==> src/design/dtq_pkg.sv <==
// Shared types and constants for the deadline timer queue.
`default_nettype none

package dtq_pkg;

   localparam int unsigned HANDLE_W    = 8;
   localparam int unsigned DEADLINE_W  = 63;
   localparam int unsigned INTERVAL_W  = 48;
   localparam int unsigned REQ_TDATA_W = 184;
   localparam int unsigned RSP_TDATA_W = 80;
   localparam int unsigned MAX_RESULTS = 16;
   localparam int unsigned FIRE_IDX_W  = 4;
   localparam int unsigned FIRE_CNT_W  = 5;

   localparam logic ACTION_ADD  = 1'b0;
   localparam logic ACTION_TICK = 1'b1;

   localparam logic [DEADLINE_W-1:0] DEADLINE_MAX = {DEADLINE_W{1'b1}};

   typedef struct packed {
      logic [DEADLINE_W-1:0] deadline;
      logic [INTERVAL_W-1:0] interval;
      logic [HANDLE_W-1:0]   handle;
   } entry_type;

   localparam int unsigned ENTRY_W = $bits(entry_type);

   typedef struct packed {
      logic [RSP_TDATA_W-HANDLE_W-DEADLINE_W-5:0] pad;
      logic                                       queue_empty;
      logic [DEADLINE_W-1:0]                      next_deadline;
      logic                                       dropped;
      logic                                       earliest_changed;
      logic                                       expired_valid;
      logic [HANDLE_W-1:0]                        expired_handle;
   } rsp_type;

endpackage

`default_nettype wire

==> src/design/deadline_timer_queue_top.sv <==
// Deadline timer queue: sorted circular buffer in RAM walked by a small sequencer.
// One item at a time; req_tready is high only while the sequencer is idle.
// Add: the insert walk moves each later entry up one place; a full queue drops the add.
// Tick: the scan takes out expired entries until a later deadline or the result limit,
// then re-arms periodic timers, then one beat per result; one RAM read port paces every walk.
// Synchronous active-high reset empties the queue; entry storage is not cleared.
`default_nettype none

module deadline_timer_queue_top #(
   parameter int unsigned CAPACITY = 16
) (
   input  wire logic                              clock,
   input  wire logic                              reset,
   input  wire logic                              req_tvalid,
   output logic                                   req_tready,
   // timer_handle, deadline, repeat_interval, current_time, zero pad
   input  wire logic [dtq_pkg::REQ_TDATA_W-1:0]   req_tdata,
   // action
   input  wire logic                              req_tuser,
   output logic                                   rsp_tvalid,
   input  wire logic                              rsp_tready,
   // expired_handle, expired_valid, earliest_changed, dropped, next_deadline,
   // queue_empty, zero pad
   output logic      [dtq_pkg::RSP_TDATA_W-1:0]   rsp_tdata,
   output logic                                   rsp_tlast
);

   localparam int unsigned PTR_W = (CAPACITY > 1) ? $clog2(CAPACITY) : 1;
   localparam int unsigned CNT_W = $clog2(CAPACITY + 1);
   localparam int unsigned SUM_W = CNT_W + 1;

   localparam logic [3:0] ST_IDLE      = 4'd0;
   localparam logic [3:0] ST_INS_CHK   = 4'd1;
   localparam logic [3:0] ST_INS_CMP   = 4'd2;
   localparam logic [3:0] ST_SCAN_CHK  = 4'd3;
   localparam logic [3:0] ST_SCAN_CMP  = 4'd4;
   localparam logic [3:0] ST_SCAN_DONE = 4'd5;
   localparam logic [3:0] ST_REARM     = 4'd6;
   localparam logic [3:0] ST_HEAD_RD   = 4'd7;
   localparam logic [3:0] ST_HEAD_WAIT = 4'd8;
   localparam logic [3:0] ST_EMIT      = 4'd9;

   function automatic logic [PTR_W-1:0] phys(input logic [PTR_W-1:0] head,
                                             input logic [CNT_W-1:0] idx);
      logic [SUM_W-1:0] sum;
      sum = SUM_W'(head) + SUM_W'(idx);
      if (sum >= SUM_W'(CAPACITY)) begin
         sum = sum - SUM_W'(CAPACITY);
      end
      return PTR_W'(sum);
   endfunction

   logic [3:0]                        state_ff, state_in;
   logic [CNT_W-1:0]                  count_ff, count_in;
   logic [PTR_W-1:0]                  head_ff, head_in;
   logic [CNT_W-1:0]                  pos_ff, pos_in;
   logic [dtq_pkg::FIRE_CNT_W-1:0]    n_ff, n_in;
   logic [dtq_pkg::FIRE_CNT_W-1:0]    k_ff, k_in;
   logic                              is_tick_ff, is_tick_in;
   logic                              early_ff, early_in;
   logic                              drop_ff, drop_in;
   logic [dtq_pkg::DEADLINE_W-1:0]    now_ff, now_in;
   logic [dtq_pkg::DEADLINE_W-1:0]    head_dl_ff, head_dl_in;
   dtq_pkg::entry_type                ins_ff, ins_in;
   logic                              rsp_valid_ff, rsp_valid_in;
   dtq_pkg::rsp_type                  rsp_data_ff, rsp_data_in;
   logic                              rsp_last_ff, rsp_last_in;

   logic [dtq_pkg::HANDLE_W-1:0]      fired_h_ff  [dtq_pkg::MAX_RESULTS];
   logic [dtq_pkg::INTERVAL_W-1:0]    fired_iv_ff [dtq_pkg::MAX_RESULTS];
   logic                              fire_wr;

   logic                              ram_wr_en;
   logic [PTR_W-1:0]                  ram_wr_addr;
   dtq_pkg::entry_type                ram_wr_data;
   logic [PTR_W-1:0]                  ram_rd_addr;
   dtq_pkg::entry_type                ram_rd_data;
   logic [dtq_pkg::ENTRY_W-1:0]       ram_rd_bits;

   logic                              accept;
   logic                              slot_free;
   logic [dtq_pkg::FIRE_IDX_W-1:0]    k_idx;
   logic [dtq_pkg::DEADLINE_W:0]      rearm_sum;
   logic [dtq_pkg::DEADLINE_W-1:0]    rearm_dl;
   logic [CNT_W-1:0]                  n_cnt;
   logic [CNT_W-1:0]                  pos_m1;
   logic                              fire_out;

   dtq_ram #(
      .WIDTH (dtq_pkg::ENTRY_W),
      .DEPTH (CAPACITY)
   ) u_entries (
      .clock   (clock),
      .wr_en   (ram_wr_en),
      .wr_addr (ram_wr_addr),
      .wr_data (ram_wr_data),
      .rd_addr (ram_rd_addr),
      .rd_data (ram_rd_bits)
   );

   assign ram_rd_data = dtq_pkg::entry_type'(ram_rd_bits);

   assign req_tready = (state_ff == ST_IDLE);
   assign accept     = req_tvalid && req_tready;
   assign slot_free  = !rsp_valid_ff || rsp_tready;
   assign k_idx      = k_ff[dtq_pkg::FIRE_IDX_W-1:0];
   assign n_cnt      = CNT_W'(n_ff);
   assign pos_m1     = pos_ff - CNT_W'(1);
   assign fire_out   = is_tick_ff && (n_ff != '0);
   assign rearm_sum  = {1'b0, now_ff} + (dtq_pkg::DEADLINE_W + 1)'(fired_iv_ff[k_idx]);
   assign rearm_dl   = rearm_sum[dtq_pkg::DEADLINE_W] ? dtq_pkg::DEADLINE_MAX
                                                      : rearm_sum[dtq_pkg::DEADLINE_W-1:0];

   always_comb begin
      state_in     = state_ff;
      count_in     = count_ff;
      head_in      = head_ff;
      pos_in       = pos_ff;
      n_in         = n_ff;
      k_in         = k_ff;
      is_tick_in   = is_tick_ff;
      early_in     = early_ff;
      drop_in      = drop_ff;
      now_in       = now_ff;
      head_dl_in   = head_dl_ff;
      ins_in       = ins_ff;
      rsp_valid_in = rsp_valid_ff && !rsp_tready;
      rsp_data_in  = rsp_data_ff;
      rsp_last_in  = rsp_last_ff;
      fire_wr      = 1'b0;
      ram_wr_en    = 1'b0;
      ram_wr_addr  = phys(head_ff, pos_ff);
      ram_wr_data  = ins_ff;
      ram_rd_addr  = phys(head_ff, pos_m1);

      unique case (state_ff)
         ST_IDLE: begin
            if (accept) begin
               ins_in.handle   = req_tdata[7:0];
               ins_in.deadline = req_tdata[70:8];
               ins_in.interval = req_tdata[118:71];
               now_in          = req_tdata[181:119];
               k_in            = '0;
               n_in            = '0;
               drop_in         = 1'b0;
               early_in        = 1'b0;
               pos_in          = count_ff;
               if (req_tuser == dtq_pkg::ACTION_TICK) begin
                  is_tick_in = 1'b1;
                  state_in   = ST_SCAN_CHK;
               end else begin
                  is_tick_in = 1'b0;
                  if (count_ff == CNT_W'(CAPACITY)) begin
                     drop_in  = 1'b1;
                     state_in = ST_EMIT;
                  end else begin
                     early_in = (count_ff == '0) || (req_tdata[70:8] < head_dl_ff);
                     state_in = ST_INS_CHK;
                  end
               end
            end
         end
         ST_INS_CHK: begin
            if (pos_ff == '0) begin
               ram_wr_en = 1'b1;
               count_in  = count_ff + CNT_W'(1);
               state_in  = is_tick_ff ? ST_REARM : ST_HEAD_RD;
            end else begin
               state_in = ST_INS_CMP;
            end
         end
         ST_INS_CMP: begin
            ram_wr_en = 1'b1;
            if (ram_rd_data.deadline > ins_ff.deadline) begin
               // move the later entry up one place and keep walking down
               ram_wr_data = ram_rd_data;
               pos_in      = pos_m1;
               ram_rd_addr = phys(head_ff, pos_m1 - CNT_W'(1));
               if (pos_m1 == '0) begin
                  state_in = ST_INS_CHK;
               end
            end else begin
               count_in = count_ff + CNT_W'(1);
               state_in = is_tick_ff ? ST_REARM : ST_HEAD_RD;
            end
         end
         ST_SCAN_CHK: begin
            ram_rd_addr = phys(head_ff, n_cnt);
            if ((n_cnt < count_ff) && (n_ff < dtq_pkg::FIRE_CNT_W'(dtq_pkg::MAX_RESULTS))) begin
               state_in = ST_SCAN_CMP;
            end else begin
               state_in = ST_SCAN_DONE;
            end
         end
         ST_SCAN_CMP: begin
            if (ram_rd_data.deadline <= now_ff) begin
               fire_wr  = 1'b1;
               n_in     = n_ff + dtq_pkg::FIRE_CNT_W'(1);
               state_in = ST_SCAN_CHK;
            end else begin
               state_in = ST_SCAN_DONE;
            end
         end
         ST_SCAN_DONE: begin
            head_in  = phys(head_ff, n_cnt);
            count_in = count_ff - n_cnt;
            k_in     = '0;
            state_in = ST_REARM;
         end
         ST_REARM: begin
            if (k_ff == n_ff) begin
               state_in = ST_HEAD_RD;
            end else begin
               k_in = k_ff + dtq_pkg::FIRE_CNT_W'(1);
               if (fired_iv_ff[k_idx] != '0) begin
                  ins_in.handle   = fired_h_ff[k_idx];
                  ins_in.interval = fired_iv_ff[k_idx];
                  ins_in.deadline = rearm_dl;
                  pos_in          = count_ff;
                  state_in        = ST_INS_CHK;
               end
            end
         end
         ST_HEAD_RD: begin
            ram_rd_addr = head_ff;
            state_in    = ST_HEAD_WAIT;
         end
         ST_HEAD_WAIT: begin
            head_dl_in = ram_rd_data.deadline;
            k_in       = '0;
            state_in   = ST_EMIT;
         end
         ST_EMIT: begin
            if (slot_free) begin
               rsp_valid_in                 = 1'b1;
               rsp_data_in.pad              = '0;
               rsp_data_in.queue_empty      = (count_ff == '0);
               rsp_data_in.next_deadline    = (count_ff == '0) ? '0 : head_dl_ff;
               rsp_data_in.dropped          = drop_ff;
               rsp_data_in.earliest_changed = early_ff;
               rsp_data_in.expired_valid    = fire_out;
               rsp_data_in.expired_handle   = fire_out ? fired_h_ff[k_idx] : '0;
               rsp_last_in = !fire_out || (k_ff + dtq_pkg::FIRE_CNT_W'(1) == n_ff);
               k_in        = k_ff + dtq_pkg::FIRE_CNT_W'(1);
               if (rsp_last_in) begin
                  state_in = ST_IDLE;
               end
            end
         end
         default: begin
            state_in = ST_IDLE;
         end
      endcase
   end

   always_ff @(posedge clock) begin
      if (reset) begin
         state_ff     <= ST_IDLE;
         count_ff     <= '0;
         head_ff      <= '0;
         rsp_valid_ff <= 1'b0;
      end else begin
         state_ff     <= state_in;
         count_ff     <= count_in;
         head_ff      <= head_in;
         rsp_valid_ff <= rsp_valid_in;
      end
   end

   always_ff @(posedge clock) begin
      pos_ff      <= pos_in;
      n_ff        <= n_in;
      k_ff        <= k_in;
      is_tick_ff  <= is_tick_in;
      early_ff    <= early_in;
      drop_ff     <= drop_in;
      now_ff      <= now_in;
      head_dl_ff  <= head_dl_in;
      ins_ff      <= ins_in;
      rsp_data_ff <= rsp_data_in;
      rsp_last_ff <= rsp_last_in;
      if (fire_wr) begin
         fired_h_ff[n_ff[dtq_pkg::FIRE_IDX_W-1:0]]  <= ram_rd_data.handle;
         fired_iv_ff[n_ff[dtq_pkg::FIRE_IDX_W-1:0]] <= ram_rd_data.interval;
      end
   end

   assign rsp_tvalid = rsp_valid_ff;
   assign rsp_tdata  = rsp_data_ff;
   assign rsp_tlast  = rsp_last_ff;

endmodule

`default_nettype wire

==> src/design/dtq_ram.sv <==
// Generic single-write, single-read RAM with registered read data.
`default_nettype none

module dtq_ram #(
   parameter int unsigned WIDTH = 8,
   parameter int unsigned DEPTH = 16
) (
   input  wire logic                                     clock,
   input  wire logic                                     wr_en,
   input  wire logic [((DEPTH > 1) ? $clog2(DEPTH) : 1)-1:0] wr_addr,
   input  wire logic [WIDTH-1:0]                         wr_data,
   input  wire logic [((DEPTH > 1) ? $clog2(DEPTH) : 1)-1:0] rd_addr,
   output logic      [WIDTH-1:0]                         rd_data
);

   logic [WIDTH-1:0] mem_ff [DEPTH];
   logic [WIDTH-1:0] rd_data_ff;

   always_ff @(posedge clock) begin
      if (wr_en) begin
         mem_ff[wr_addr] <= wr_data;
      end
      rd_data_ff <= mem_ff[rd_addr];
   end

   assign rd_data = rd_data_ff;

endmodule

`default_nettype wire

==> config.mk <==
export PLATFORM = sky130hd
export DESIGN_NAME = deadline_timer_queue_top
export DESIGN_NICKNAME = d
export VERILOG_FILES = /design/src/design/dtq_pkg.sv /design/src/design/deadline_timer_queue_top.sv /design/src/design/dtq_ram.sv
export SDC_FILE = /design/constraint.sdc
export NUM_CORES = 2
export LEC_CHECK = 0
export BUFFER_PORTS_ARGS = -buffer_cell sky130_fd_sc_hd__buf_2
export CORE_MARGIN = 4
export CORE_UTILIZATION = 35
export CTS_BUF_LIST = sky130_fd_sc_hd__clkbuf_2 sky130_fd_sc_hd__clkbuf_4 sky130_fd_sc_hd__clkbuf_8
export CTS_CLUSTER_SIZE = 25
export DETAILED_ROUTE_END_ITERATION = 7
export PLACE_DENSITY_LB_ADDON = 0.25
export SETUP_SLACK_MARGIN = 0.2
export SYNTH_ARGS = -nofsm -noshare
export SYNTH_HDL_FRONTEND = slang
export SYNTH_SLANG_ARGS = --single-unit
==> constraint.sdc <==
create_clock -name clock -period 7.9 [get_ports clock]
set_input_delay 1.58 -clock clock [delete_from_list [all_inputs] [get_ports clock]]
set_output_delay 1.58 -clock clock [all_outputs]
set_load 0.005 [all_outputs]
==> impl_results.md <==
- DIE AREA: 390000 um^2
- Fraction of the mapped netlist area in simple logic gates: 11.6%
- FF-to-FF setup slack: 1.00 ns
- Drt wl/cell: 28.2 um
- R2R cell count: 17
- Total gr overflow: 0
- Iteration-0 DRC Markers: around 8.7k
- Setup crit end kind: flop
- Cell Area, Synth: 133000 um^2
- Finish-stage setup viols: 0
- WP data arrival: 7.82 ns
- Initial antenna violation count: 32
- Multiplexer share of the synthesized area: 6.18%
- Initial core utilization: between 30% and 40%
- CP startpoint kind: flop
- Yosys top cell by area: edfxtp_1
- CTS Buf Count: 558
- DRT Wirelength: 424000 um
- Clk_lat worst skew: 1.19 ns
- Area growth syn-to-layout: 14.8%
- Max VDD drop: just over 0.8 mV
- Clk sink count: 3276
- Setup WS post-layout: 1.00 ns
- Largest family of logic cells by synthesized area: simple AND/OR/NAND/NOR gates
- Cell count after synthesis: 9011
- Placed Cells: 14.0k
- Unique cell type count in the Yosys netlist: 84
- Synth async-reset ratio: 0%
- Leakage: 0.0523 uW
- Xor-xnor portion of the synthesized cell area: 0.566%
- Total number of vias: 82.0k
- Power density cells: 469 nW/um^2
- Dpl hpwl: 246000 um
- Hold Slack: 0.427 ns
- Worst hold start: drop_ff
- WP data required: ~8.8 ns
- Final Hold Vio Count: 0
- Compound-gate portion of the synthesized area: 3.84%
- Share of layout cells above drive strength 1: 18.1%
- Number of global-route vias before repair: 80.4k
- Post-synthesis sequential area ratio: 72.9%
- Largest net degree at the start of global routing: between 150 and 200
- Vias/cell: 5.45
- RSZ-0062 raised after global routing: false
- Tightest Pin Transition: 1.37 ns
- Drt pass-1 iters: 6
- CTS root buf: clkbuf_8
- Syn avg cell area: 14.8 um^2
- Tmin final: just under 7 ns
- Skew final: 0.148 ns
- # Max-Cap Violations: 0
- Worst Hold Endpoint: rsp_tdata[10]
- Ranking of synthesized cells by area: edfxtp_1 (71%), nand2_1 (5.6%), mux4_2 (4.7%)
- # hold bufs at CTS: 0
- Fmax: 145 MHz
- # DRC: 0
- Synth Flop Type: edfxtp_1
- Gr usage total: 21.1%
- Final nets: roughly 10k
- Yosys reg bits: 3276
- CTS tree: built
- Cell Rows: between 200 and 250
- Number of synthesized flops with an enable pin: 3139
- Type of the worst min-delay path: flop to flop
- Resized cells post-CTS: 0
- Die Span X: 624 um
- H-tree depth: 6
- Worst Path Max Fanout: 43
- Synth Warn #: 0
- Routed Antenna Nets: 0
- CTS Buffer Depth: 4
- DIE HEIGHT: between 600 and 700 um
- DP Worst Slack: 1.19 ns
- I/O Buffers: 264
- Worst hold stages: 0
- Relative slew slack: 7.64%
- CP Class: flop to flop
- Area share of the largest cell type after synthesis: 70.9%
- Non-filler instance count after layout: 15.0k
- Placer congestion estimate: 0.867
- Setup_tns: 0 ns
- Max Slew Vio Count: 0
- Core area: 379000 um^2
- Tcrit/Tclk final: 87.3%
- End of the worst register-to-register path: ins_ff[72]
- I/O Pins: 272
- Global-route wire length before repair: 594000 um
- Status: complete, no violations
- Postcts setup bufs: 0
- Reg clk slew, reported paths: roughly 0.060 ns
- Adder-Cell Fraction of Synth Area: under 10%
==> synthesized netlist by cell type, types with 144 or more instances <==
cell	count
ha_1	261
nor2_1	206
nand2_1	1990
clkbuf_1	253
nand3_1	287
mux4_2	280
nor3_1	144
a21oi_1	292
edfxtp_1	3139
nand4_1	640
inv_1	228
buf_2	182
==> placed cells by master (no fill, tap or decap), types with 16 or more instances in the layout <==
cell / count
edfxtp_1: 3139
nand2_1: 1990
nand4_1: 640
clkbuf_8: 589
a21oi_1: 292
nand3_1: 286
mux4_2: 280
buf_2: 264
ha_1: 261
inv_1: 228
clkbuf_4: 212
nor2_1: 187
buf_4: 156
nor3_1: 143
o21ai_0: 134
dfxtp_1: 133
mux2i_1: 122
a32o_1: 119
clkinv_1: 113
buf_12: 75
a21o_1: 69
mux2_2: 61
xnor2_1: 51
xor2_1: 35
clkinv_2: 34
diode_2: 22
nor2b_1: 22
a211oi_1: 21
nor2_4: 19
nand2b_1: 18
inv_6: 18
and2_1: 17
nor4_1: 16
==> critical path, stage by stage (launching register included) <==
cell	delay, ns
dfxtp_4	0.50
buf_12	0.31
buf_4	0.33
mux4_2	0.55
mux4_2	0.66
ha_1	0.51
and3_1	0.23
nand3_1	0.11
a21oi_1	0.29
o211ai_1	0.18
a21oi_1	0.47
a21oi_1	0.31
o31ai_2	0.28
buf_4	0.24
nor2b_1	0.59
a21oi_4	0.29
buf_4	0.39
a21oi_1	0.25
==> sequential cells by signal (all words and copies together) (netlist names), 4 cells and up, named ones only <==
name,cells
k_ff,5
fired_h_ff,128
fired_iv_ff,768
u_entries.mem_ff,1904
state_ff,4
ins_ff,119
count_ff,5
head_dl_ff,63
u_entries.rd_data,119
pos_ff,5
now_ff,63
rsp_tdata,75
n_cnt,5
head_ff,4
==> report_power, final <==
group          internal (uW)  switching [uW]
combinational           9640           21500
clock                   8300            7100
sequential             23200            1880
==> cells by family after synthesis <==
kind of cell	Yosys count
AO/OA/AOI/OAI	764
XOR/XNOR	86
adder cells (fa/ha/maj)	267
buffers and inverters	744
flip-flops	3276
multiplexers	463
other	1
AND/OR/NAND/NOR	3410
==> final cells by class <==
type	instances	area [um^2]
Multi-Input combinational cell	4995	33200
Clock inverter	211	1550
Tap cell	5016	6280
Antenna cell	22	55.1
Sequential cell	3276	97000
Fill cell	34500	226000
Timing Repair Buffer	495	3990
Clock buffer	801	9700
Inverter	231	867
==> per-stage QoR <==
stage	power, uW	instance area [um^2]	utilization (%)
2_1_floorplan	44600	133000	-
3_3_place_gp	55900	141000	37.3
3_5_place_dp	56400	141000	37.3
4_1_cts	71900	153000	40.3
5_1_grt	75500	153000	40.3
6_report	71600	153000	40.3
==> layer usage <==
metal	vias up	global-route usage [%]	part of all wire, %
met5	-	0	0.016
met4	10	8.65	4.3
met3	707	3.49	7.1
met2	3640	34.5	48
met1	42100	28.0	41
li1	35500	-	-
==> worst max path at each step <==
| stage | startpoint | to | slack (ns) | cells past startpoint |
|---|---|---|---|---|
| 3_3_place_gp | flop | ins_ff[57] | 1.24 | 17 |
| 6_report | flop | ins_ff[72] | 1.00 | 17 |
| 4_1_cts | flop | ins_ff[77] | 1.05 | 17 |
| 2_1_floorplan | pos_ff[0] | u_entries.mem_ff[3][0] | 0.68 | 8 |
| 3_5_place_dp | flop | ins_ff[68] | 1.19 | 17 |
| 5_1_grt | flop | ins_ff[69] | 0.64 | 17 |
(Power assumes the default switching activity.)
